===== config.mk =====
export PLATFORM = sky130hd
export DESIGN_NAME = xorshift_random_generator_flat
export DESIGN_NICKNAME = d
export VERILOG_FILES = /design/src/sv/xrg_pkg.sv /design/src/sv/xrg_if.sv /design/src/sv/xrg_datapath.sv /design/src/sv/xrg_ctrl.sv /design/src/sv/xorshift_random_generator.sv /design/src/flat_wrapper.sv
export SDC_FILE = /design/constraint.sdc
export NUM_CORES = 2
export LEC_CHECK = 0
export ABC_AREA = 1
export BUFFER_PORTS_ARGS = -buffer_cell sky130_fd_sc_hd__buf_4
export CORE_MARGIN = 2
export CORE_UTILIZATION = 40
export CTS_CLUSTER_DIAMETER = 200
export DETAILED_ROUTE_END_ITERATION = 10
export REMOVE_ABC_BUFFERS = 1
export SLEW_MARGIN = 25
export SYNTH_ARGS = -nofsm -noshare
export SYNTH_HDL_FRONTEND = slang
export SYNTH_HIERARCHICAL = 1
export SYNTH_SLANG_ARGS = --single-unit

===== constraint.sdc =====
create_clock -name clk_i -period 14.35 [get_ports clk_i]
set_clock_uncertainty 0.15 [all_clocks]
set_input_delay 3.5875 -clock clk_i [delete_from_list [all_inputs] [get_ports clk_i]]
set_output_delay 3.5875 -clock clk_i [all_outputs]
set_load 0.005 [all_outputs]

===== src/sv/xrg_pkg.sv =====
// shared constants, codes and controller/datapath command types for the xorshift generator
package xrg_pkg;

  localparam logic [63:0] MIX_GOLDEN = 64'h9E3779B97F4A7C15;
  localparam logic [63:0] MIX_MUL_A  = 64'hBF58476D1CE4E5B9;
  localparam logic [63:0] MIX_MUL_B  = 64'h94D049BB133111EB;
  localparam logic [63:0] OUT_MUL    = 64'h2545F4914F6CDD1D;
  localparam logic [63:0] SEED_RESET = 64'd42;

  localparam int unsigned DIV_STEPS = 64;
  localparam int unsigned CNT_W     = $clog2(DIV_STEPS);
  localparam logic [CNT_W-1:0] CNT_LAST = CNT_W'(DIV_STEPS - 1);

  // action codes of an input item
  localparam logic [1:0] ACT_RESEED  = 2'd0;
  localparam logic [1:0] ACT_RAW     = 2'd1;
  localparam logic [1:0] ACT_UNIFORM = 2'd2;
  localparam logic [1:0] ACT_BELOW   = 2'd3;

  // splitmix64 round, evaluated at elaboration only for the reset state
  function automatic logic [63:0] mix64(input logic [63:0] v);
    logic [63:0] z;
    z = v + MIX_GOLDEN;
    z = (z ^ (z >> 30)) * MIX_MUL_A;
    z = (z ^ (z >> 27)) * MIX_MUL_B;
    z = z ^ (z >> 31);
    return (z == 64'd0) ? 64'd1 : z;
  endfunction

  localparam logic [63:0] GEN_RESET = mix64(SEED_RESET);

  typedef enum logic [3:0] {
    OP_NONE,
    OP_MIX_A,
    OP_MIX_B,
    OP_MIX_END,
    OP_ADVANCE,
    OP_MUL,
    OP_DIV_LOAD_ONES,
    OP_DIV_LOAD_ACC,
    OP_DIV_STEP,
    OP_SET_LIMIT
  } op_e;

  typedef enum logic [1:0] {
    MC_MIX_A,
    MC_MIX_B,
    MC_OUT
  } mul_const_e;

  typedef enum logic [1:0] {
    RES_ZERO,
    RES_RAW,
    RES_FRAC,
    RES_REM
  } res_sel_e;

  typedef struct packed {
    op_e        op;
    mul_const_e mc;
    logic [1:0] mul_phase;
    logic       load_bound;
    logic       out_load;
    res_sel_e   res_sel;
    logic       bad;
  } cmd_t;

  typedef struct packed {
    logic bound_zero;
    logic below_limit;
  } status_t;

endpackage


===== src/sv/xrg_if.sv =====
// valid/ready stream interfaces for the request and result channels
interface xrg_in_if;
  logic        valid;
  logic        ready;
  logic [1:0]  action;
  logic [63:0] bound;

  modport source (output valid, output action, output bound, input ready);
  modport sink   (input valid, input action, input bound, output ready);
endinterface

interface xrg_out_if;
  logic        valid;
  logic        ready;
  logic [63:0] value;
  logic        bad_bound;

  modport source (output valid, output value, output bad_bound, input ready);
  modport sink   (input valid, input value, input bad_bound, output ready);
endinterface


===== src/sv/xrg_datapath.sv =====
// generator state, seed register, shared 32x32 multiplier, serial divider and result register
module xrg_datapath (
  input  logic             clk_i,
  input  logic             rst_ni,
  input  logic             cfg_we_i,
  input  logic [63:0]      cfg_data_i,
  input  logic [63:0]      in_bound_i,
  input  xrg_pkg::cmd_t    cmd_i,
  output xrg_pkg::status_t status_o,
  output logic [63:0]      out_value_o,
  output logic             out_bad_o
);

  logic [63:0] state_q, state_d;
  logic [63:0] seed_q;
  logic [63:0] work_q, acc_q, prod_q, div_q, rem_q, limit_q, bound_q, value_q;
  logic        bad_q;

  logic [63:0] xs1, xs2, xs3;
  logic [63:0] mix_a_z, mix_a, mix_b, mix_end;
  logic [63:0] mul_k;
  logic [31:0] mul_a, mul_b;
  logic [63:0] mul_p;
  logic [64:0] div_t, div_diff;
  logic [63:0] res_val;

  // xorshift advance
  assign xs1 = state_q ^ (state_q >> 12);
  assign xs2 = xs1 ^ (xs1 << 25);
  assign xs3 = xs2 ^ (xs2 >> 27);

  // splitmix stages around the two multiplies
  assign mix_a_z = seed_q + xrg_pkg::MIX_GOLDEN;
  assign mix_a   = mix_a_z ^ (mix_a_z >> 30);
  assign mix_b   = acc_q ^ (acc_q >> 27);
  assign mix_end = acc_q ^ (acc_q >> 31);

  always_comb begin
    case (cmd_i.mc)
      xrg_pkg::MC_MIX_A: mul_k = xrg_pkg::MIX_MUL_A;
      xrg_pkg::MC_MIX_B: mul_k = xrg_pkg::MIX_MUL_B;
      default:           mul_k = xrg_pkg::OUT_MUL;
    endcase
  end

  // low 64 bits of work * k from three partial products
  always_comb begin
    case (cmd_i.mul_phase)
      2'd0:    begin mul_a = work_q[31:0];  mul_b = mul_k[31:0];  end
      2'd1:    begin mul_a = work_q[63:32]; mul_b = mul_k[31:0];  end
      default: begin mul_a = work_q[31:0];  mul_b = mul_k[63:32]; end
    endcase
  end
  assign mul_p = {32'd0, mul_a} * {32'd0, mul_b};

  // restoring division step
  assign div_t    = {rem_q, div_q[63]};
  assign div_diff = div_t - {1'b0, bound_q};

  always_comb begin
    case (cmd_i.res_sel)
      xrg_pkg::RES_RAW:  res_val = acc_q;
      xrg_pkg::RES_FRAC: res_val = {11'd0, acc_q[63:11]};
      xrg_pkg::RES_REM:  res_val = rem_q;
      default:           res_val = 64'd0;
    endcase
  end

  always_comb begin
    state_d = state_q;
    if (cmd_i.op == xrg_pkg::OP_ADVANCE) begin
      state_d = xs3;
    end else if (cmd_i.op == xrg_pkg::OP_MIX_END) begin
      state_d = (mix_end == 64'd0) ? 64'd1 : mix_end;
    end
  end

  always_ff @(posedge clk_i or negedge rst_ni) begin
    if (!rst_ni) begin
      state_q <= xrg_pkg::GEN_RESET;
      seed_q  <= xrg_pkg::SEED_RESET;
    end else begin
      state_q <= state_d;
      if (cfg_we_i) begin
        seed_q <= cfg_data_i;
      end
    end
  end

  always_ff @(posedge clk_i) begin
    if (cmd_i.load_bound) begin
      bound_q <= in_bound_i;
    end
    case (cmd_i.op)
      xrg_pkg::OP_MIX_A:   work_q <= mix_a;
      xrg_pkg::OP_MIX_B:   work_q <= mix_b;
      xrg_pkg::OP_ADVANCE: work_q <= xs3;
      xrg_pkg::OP_MUL: begin
        prod_q <= mul_p;
        case (cmd_i.mul_phase)
          2'd0:    acc_q <= acc_q;
          2'd1:    acc_q <= prod_q;
          default: acc_q <= acc_q + {prod_q[31:0], 32'd0};
        endcase
      end
      xrg_pkg::OP_DIV_LOAD_ONES: begin
        div_q <= '1;
        rem_q <= '0;
      end
      xrg_pkg::OP_DIV_LOAD_ACC: begin
        div_q <= acc_q;
        rem_q <= '0;
      end
      xrg_pkg::OP_DIV_STEP: begin
        div_q <= {div_q[62:0], 1'b0};
        rem_q <= div_diff[64] ? div_t[63:0] : div_diff[63:0];
      end
      xrg_pkg::OP_SET_LIMIT: limit_q <= ~rem_q;
      default: ;
    endcase
    if (cmd_i.out_load) begin
      value_q <= res_val;
      bad_q   <= cmd_i.bad;
    end
  end

  assign status_o.bound_zero  = (bound_q == 64'd0);
  assign status_o.below_limit = (acc_q < limit_q);
  assign out_value_o = value_q;
  assign out_bad_o   = bad_q;

`ifndef SYNTHESIS
  a_state_nonzero: assert property (@(posedge clk_i) disable iff (!rst_ni)
    state_q != 64'd0)
    else $error("generator state became zero");

  a_rem_below_bound: assert property (@(posedge clk_i) disable iff (!rst_ni)
    cmd_i.op == xrg_pkg::OP_DIV_STEP |=> rem_q < bound_q)
    else $error("remainder not below bound after division step");

  a_limit_nonzero: assert property (@(posedge clk_i) disable iff (!rst_ni)
    cmd_i.op == xrg_pkg::OP_SET_LIMIT |=> limit_q != 64'd0)
    else $error("rejection limit is zero");
`endif

endmodule


===== src/sv/xrg_ctrl.sv =====
// sequencer for reseed, draw, rejection loop and result handshake
module xrg_ctrl (
  input  logic             clk_i,
  input  logic             rst_ni,
  input  logic             in_valid_i,
  output logic             in_ready_o,
  input  logic [1:0]       in_action_i,
  output logic             out_valid_o,
  input  logic             out_ready_i,
  input  xrg_pkg::status_t status_i,
  output xrg_pkg::cmd_t    cmd_o
);

  typedef enum logic [3:0] {
    S_IDLE,
    S_MIX_A,
    S_MIX_B,
    S_MIX_END,
    S_ADV,
    S_MUL,
    S_BCHK,
    S_LIM_DIV,
    S_LIM_SET,
    S_CHECK,
    S_X_DIV,
    S_DONE
  } state_e;

  state_e                   state_q, state_d, ret_q, ret_d;
  logic [xrg_pkg::CNT_W-1:0] cnt_q, cnt_d;
  xrg_pkg::mul_const_e      mc_q, mc_d;
  logic [1:0]               action_q, action_d;
  logic                     bad_q, bad_d;
  logic                     out_valid_q, out_valid_d;

  always_comb begin
    state_d     = state_q;
    ret_d       = ret_q;
    cnt_d       = cnt_q;
    mc_d        = mc_q;
    action_d    = action_q;
    bad_d       = bad_q;
    out_valid_d = out_valid_q && !out_ready_i;
    in_ready_o  = 1'b0;

    cmd_o            = '0;
    cmd_o.op         = xrg_pkg::OP_NONE;
    cmd_o.mc         = mc_q;
    cmd_o.mul_phase  = cnt_q[1:0];
    cmd_o.res_sel    = xrg_pkg::RES_ZERO;

    unique case (state_q)
      S_IDLE: begin
        in_ready_o = 1'b1;
        if (in_valid_i) begin
          cmd_o.load_bound = 1'b1;
          action_d         = in_action_i;
          bad_d            = 1'b0;
          unique case (in_action_i) inside
            xrg_pkg::ACT_RESEED:                       state_d = S_MIX_A;
            xrg_pkg::ACT_RAW, xrg_pkg::ACT_UNIFORM:    state_d = S_ADV;
            default:                                   state_d = S_BCHK;
          endcase
        end
      end
      S_MIX_A: begin
        cmd_o.op = xrg_pkg::OP_MIX_A;
        mc_d     = xrg_pkg::MC_MIX_A;
        ret_d    = S_MIX_B;
        cnt_d    = '0;
        state_d  = S_MUL;
      end
      S_MIX_B: begin
        cmd_o.op = xrg_pkg::OP_MIX_B;
        mc_d     = xrg_pkg::MC_MIX_B;
        ret_d    = S_MIX_END;
        cnt_d    = '0;
        state_d  = S_MUL;
      end
      S_MIX_END: begin
        cmd_o.op = xrg_pkg::OP_MIX_END;
        state_d  = S_DONE;
      end
      S_ADV: begin
        cmd_o.op = xrg_pkg::OP_ADVANCE;
        mc_d     = xrg_pkg::MC_OUT;
        ret_d    = (action_q == xrg_pkg::ACT_BELOW) ? S_CHECK : S_DONE;
        cnt_d    = '0;
        state_d  = S_MUL;
      end
      S_MUL: begin
        cmd_o.op = xrg_pkg::OP_MUL;
        cnt_d    = cnt_q + 1'b1;
        if (cnt_q[1:0] == 2'd3) begin
          state_d = ret_q;
        end
      end
      S_BCHK: begin
        if (status_i.bound_zero) begin
          bad_d   = 1'b1;
          state_d = S_DONE;
        end else begin
          cmd_o.op = xrg_pkg::OP_DIV_LOAD_ONES;
          cnt_d    = '0;
          state_d  = S_LIM_DIV;
        end
      end
      S_LIM_DIV: begin
        cmd_o.op = xrg_pkg::OP_DIV_STEP;
        cnt_d    = cnt_q + 1'b1;
        if (cnt_q == xrg_pkg::CNT_LAST) begin
          state_d = S_LIM_SET;
        end
      end
      S_LIM_SET: begin
        cmd_o.op = xrg_pkg::OP_SET_LIMIT;
        state_d  = S_ADV;
      end
      S_CHECK: begin
        if (status_i.below_limit) begin
          cmd_o.op = xrg_pkg::OP_DIV_LOAD_ACC;
          cnt_d    = '0;
          state_d  = S_X_DIV;
        end else begin
          state_d = S_ADV;
        end
      end
      S_X_DIV: begin
        cmd_o.op = xrg_pkg::OP_DIV_STEP;
        cnt_d    = cnt_q + 1'b1;
        if (cnt_q == xrg_pkg::CNT_LAST) begin
          state_d = S_DONE;
        end
      end
      S_DONE: begin
        if (!out_valid_q || out_ready_i) begin
          cmd_o.out_load = 1'b1;
          cmd_o.bad      = bad_q;
          unique case (action_q)
            xrg_pkg::ACT_RESEED:  cmd_o.res_sel = xrg_pkg::RES_ZERO;
            xrg_pkg::ACT_RAW:     cmd_o.res_sel = xrg_pkg::RES_RAW;
            xrg_pkg::ACT_UNIFORM: cmd_o.res_sel = xrg_pkg::RES_FRAC;
            default: cmd_o.res_sel = bad_q ? xrg_pkg::RES_ZERO : xrg_pkg::RES_REM;
          endcase
          out_valid_d = 1'b1;
          state_d     = S_IDLE;
        end
      end
      default: state_d = S_IDLE;
    endcase
  end

  always_ff @(posedge clk_i or negedge rst_ni) begin
    if (!rst_ni) begin
      state_q     <= S_IDLE;
      ret_q       <= S_IDLE;
      cnt_q       <= '0;
      mc_q        <= xrg_pkg::MC_OUT;
      action_q    <= xrg_pkg::ACT_RESEED;
      bad_q       <= 1'b0;
      out_valid_q <= 1'b0;
    end else begin
      state_q     <= state_d;
      ret_q       <= ret_d;
      cnt_q       <= cnt_d;
      mc_q        <= mc_d;
      action_q    <= action_d;
      bad_q       <= bad_d;
      out_valid_q <= out_valid_d;
    end
  end

  assign out_valid_o = out_valid_q;

`ifndef SYNTHESIS
  a_mul_phase_range: assert property (@(posedge clk_i) disable iff (!rst_ni)
    state_q == S_MUL |-> cnt_q[xrg_pkg::CNT_W-1:2] == '0)
    else $error("multiply phase counter out of range");

  a_reject_retries: assert property (@(posedge clk_i) disable iff (!rst_ni)
    state_q == S_CHECK && !status_i.below_limit |=> state_q == S_ADV)
    else $error("rejected draw did not lead to a new draw");

  a_bad_only_below: assert property (@(posedge clk_i) disable iff (!rst_ni)
    cmd_o.out_load && action_q != xrg_pkg::ACT_BELOW |-> !cmd_o.bad)
    else $error("bad bound flagged for an action without a bound");
`endif

endmodule


===== src/sv/xorshift_random_generator.sv =====
// top level of the xorshift64* generator with splitmix64 reseeding
// reseed: mix A, multiply, mix B, multiply, mix end; raw or uniform draw: advance, multiply
// below bound: zero bound flagged at once, else limit division, advance, multiply, check per
// draw tried, remainder division; shared 32x32 multiplier, one-bit-per-cycle divider
// one item at a time, the next transfer taken in the cycle after the result register loads
// reset: async active low, seed back to 42, state to the splitmix64 mix of 42, no clearing pass
module xorshift_random_generator (
  input  logic        clk_i,
  input  logic        rst_ni,
  input  logic        cfg_we_i,
  input  logic [63:0] cfg_data_i,
  xrg_in_if.sink      in_i,
  xrg_out_if.source   out_o
);

  // command and status between sequencer and datapath
  xrg_pkg::cmd_t    cmd;
  xrg_pkg::status_t status;

  // sequencer: accepts a transfer in idle, steps the datapath, offers the result
  xrg_ctrl u_ctrl (
    .clk_i       (clk_i),
    .rst_ni      (rst_ni),
    .in_valid_i  (in_i.valid),
    .in_ready_o  (in_i.ready),
    .in_action_i (in_i.action),
    .out_valid_o (out_o.valid),
    .out_ready_i (out_o.ready),
    .status_i    (status),
    .cmd_o       (cmd)
  );

  // datapath: seed register, state, multiplier, divider and result register
  xrg_datapath u_datapath (
    .clk_i       (clk_i),
    .rst_ni      (rst_ni),
    .cfg_we_i    (cfg_we_i),
    .cfg_data_i  (cfg_data_i),
    .in_bound_i  (in_i.bound),
    .cmd_i       (cmd),
    .status_o    (status),
    .out_value_o (out_o.value),
    .out_bad_o   (out_o.bad_bound)
  );

endmodule


===== src/flat_wrapper.sv =====
// flat-port wrapper written by rule: the top's interface ports become plain ports
module xorshift_random_generator_flat 
  (clk_i, rst_ni, cfg_we_i, cfg_data_i, in_i_valid, in_i_action, in_i_bound, in_i_ready, out_o_valid, out_o_value, out_o_bad_bound, out_o_ready);
  xrg_in_if in_i_i ();
  xrg_out_if out_o_i ();
  input  logic clk_i;
  input  logic rst_ni;
  input  logic cfg_we_i;
  input  logic [63:0] cfg_data_i;
  input wire logic [$bits(in_i_i.valid)-1:0] in_i_valid;
  input wire logic [$bits(in_i_i.action)-1:0] in_i_action;
  input wire logic [$bits(in_i_i.bound)-1:0] in_i_bound;
  output wire logic [$bits(in_i_i.ready)-1:0] in_i_ready;
  output wire logic [$bits(out_o_i.valid)-1:0] out_o_valid;
  output wire logic [$bits(out_o_i.value)-1:0] out_o_value;
  output wire logic [$bits(out_o_i.bad_bound)-1:0] out_o_bad_bound;
  input wire logic [$bits(out_o_i.ready)-1:0] out_o_ready;
  assign in_i_i.valid = in_i_valid;
  assign in_i_i.action = in_i_action;
  assign in_i_i.bound = in_i_bound;
  assign in_i_ready = in_i_i.ready;
  assign out_o_valid = out_o_i.valid;
  assign out_o_value = out_o_i.value;
  assign out_o_bad_bound = out_o_i.bad_bound;
  assign out_o_i.ready = out_o_ready;
  xorshift_random_generator u_core (.clk_i(clk_i), .rst_ni(rst_ni), .cfg_we_i(cfg_we_i), .cfg_data_i(cfg_data_i), .in_i(in_i_i), .out_o(out_o_i));
endmodule

==> impl_metrics.ini <==
[yosys]
synth-adder-area-share_pct = 30.62
avgSynthCellArea_um2 = 7.939
async_reset_ff_share_pct = 22.27
syn_inst = 9455
synthSimpleGateAreaFrac_pct = 22.33
synth_compound_area_share_pct = 6.619
synth_edf_count = 513
synth.area.mux_share_pct = 0.1050
synth_top_family_by_area = adder cells
seq_area_frac_synth_pct = 25.49
ys_seq_elements = 660
syn_area_mm2 = 0.07506
yosys_warnings = 6
yosysUniqueCellTypes = 57
ys.flop_type = edfxtp_1
synth_xor_area_share_pct = 3.092

[cells_and_area]
layout_commonest_cell = nand2_1
final_cell_mix = nand2_1 (2203), inv_1 (1997), nor2_1 (1120)
area_growth_pct = 9.813
drive_gt1_share_pct = 7.322
finalNetCount = 11050

[setup_path]
cp-start-kind = flop
slowest_delay_ps = 800
crit_top_cell = fa_1
critPathLaunch = u_core/u_ctrl/cnt_q[0]
reg2reg_depth = 30
critical_path_class = reg -> reg
required_ps = 14680
reg2reg_from = u_core/u_ctrl/cnt_q[0]
end_kind = flop
cp_slowest_cell = o21ai_2
worstPathArrival_ps = 11240
worstPathMaxFanout = 52

[global_route]
grt_overflow = 0
grtUsageTotal_pct = 32.86
antenna_found_initial = 2
grt_pass1_wl_mm = 455.0
grt_start_max_net_pins = 79
grt_pass1_vias = 66340

[floorplanning]
core_area_mm2 = 0.1860
num_rows = 158
initial_core_util_pct = 40.35
die-height_um = 437.2
dieArea_mm2 = 0.1911
ios = 202
die_w_um = 437.2

[routing]
totalWireLength_mm = 316.0
ant_nets = 0
via_count = 65490
post-route-drc-count = 0
routedWlPerCell_um = 26.00
via_per_inst = 5.389
drt-pass1-iter-count = 8
drtIter0Drc = 6483

[sta]
fin_crit_ps = 10910
fmax_mhz = 91.67
hold_viol_final = 0
drv_slew = 0
tightest_slew_ps = 1009
period_share_pct = 76.02
relSlewSlack_pct = 32.31
rsz0062_at_grt = no
final.setup.tns_ps = 0
final-setup-viol-count = 0

[worst_hold_path]
worstHoldPathCells = 2
hp-start = u_core/u_ctrl/ret_q[3]
min-delay-path-class = reg -> reg

[clock_tree]
clock-sinks = 660
clk_latency_ps = 730
cts_setup_buffers = 0
ctsResizeCount = 0
clockBufferDepth = 3
clock_tree.root_cell = clkbuf_16
htreeDepth = 3
cts_tree = yes
hold_buffers = 0
cts_buffers = 81
path_clk_slew_ps = 60

[placed_design]
place_congestion = 1.028
hpwlAfterDp_mm = 259.3
io_buffers = 201

[run_status]
outcome = completed

[job]
cap_viol_max_count = 0
through the flow:
step | cell area (µm²) | utilization (%) | setup slack (ps) | hold WS [ps] | std cells
5_1_grt | 82420 | 44.30 | 3165 | 344.1 | 12150
3_5_place_dp | 79540 | 42.76 | 3656 | 317.2 | 12000
3_3_place_gp | 79500 | 42.74 | 2968 | 304.9 | 12000
6_report | 82430 | 44.31 | 3442 | 326.1 | 12150
2_1_floorplan | 73860 | - | 3498 | 292.2 | 9198
4_1_cts | 82410 | 44.30 | 3666 | 325.9 | 12150
cells in the mapped netlist (107+ instances only):
library cell / count / area (µm²)
nand2_1: 2206 / 8280
inv_1: 1997 / 7496
nor2_1: 1133 / 4253
fa_1: 863 / 17280
edfxtp_1: 513 / 15400
ha_1: 456 / 5705
nand3_1: 435 / 2177
a21oi_1: 268 / 1341
o21ai_0: 224 / 1121
clkbuf_1: 173 / 649.4
xor2_1: 140 / 1226
xnor2_1: 125 / 1095
o211ai_1: 107 / 803.3
sequential cells by signal (all words and copies together), names as in the netlist, 2 cells and up:
register                       count
u_core/u_datapath/acc_q           64
u_core/u_datapath/bound_q         64
u_core/u_datapath/div_q           64
u_core/u_datapath/limit_q         64
u_core/u_datapath/out_value_o     64
u_core/u_datapath/prod_q          64
u_core/u_datapath/rem_q           64
u_core/u_datapath/seed_q          64
u_core/u_datapath/state_q         64
u_core/u_datapath/work_q          64
u_core/u_ctrl/cnt_q                6
u_core/u_ctrl/state_q              4
u_core/u_ctrl/ret_q                3
u_core/u_ctrl/action_q             2
u_core/u_ctrl/mc_q                 2
routing by layer:
layer,part of all wire (%),vias to the layer above,track usage [%]
met5,0.0041,-,0
met4,8.3,2,22.83
met3,6.9,759,4.603
met2,46,2935,53.43
met1,39,32370,40.37
li1,-,29430,-
cell type report:
type	instances	area (µm²)
diodes	4	10.01
clock buffers	100	2128
clock inverters	52	738.2
fillers	18870	103600
inverters	2028	7615
multi-input cells	6510	47280
flip-flops and latches	660	19140
well taps	2480	3103
repair buffers	319	2419
worst max-delay path: cells and delay by family, from the launching register on:
family	cells	cell delay, ps
simple gates	7	1050
fa+ha+maj	9	4480
buf+inv	9	2530
flops	1	410
compound gates	5	2020
path summary, 6_finish.rpt:
check | endpoint | slack, ps
setup / recovery | u_core/u_datapath/prod_q[60] | 3440
hold / removal | u_core/u_ctrl/ret_q[3] | 330
setup reg to reg | u_core/u_datapath/prod_q[60] | 3440
hold reg to reg | u_core/u_ctrl/ret_q[3] | 330
max in group asynchronous | u_core/u_datapath/state_q[30] | 9500
min in group asynchronous | u_core/u_datapath/seed_q[8] | 2720
kinds of logic after synthesis:
kind of cell / Yosys count
simple gates: 4093
buf+inv: 2285
fa+ha+maj: 1319
compound gates: 826
flops: 660
xor+xnor: 265
mux: 7
Power is not shown: default switching activity piles up to over one toggle a cycle in this logic, so the estimate is an artifact.
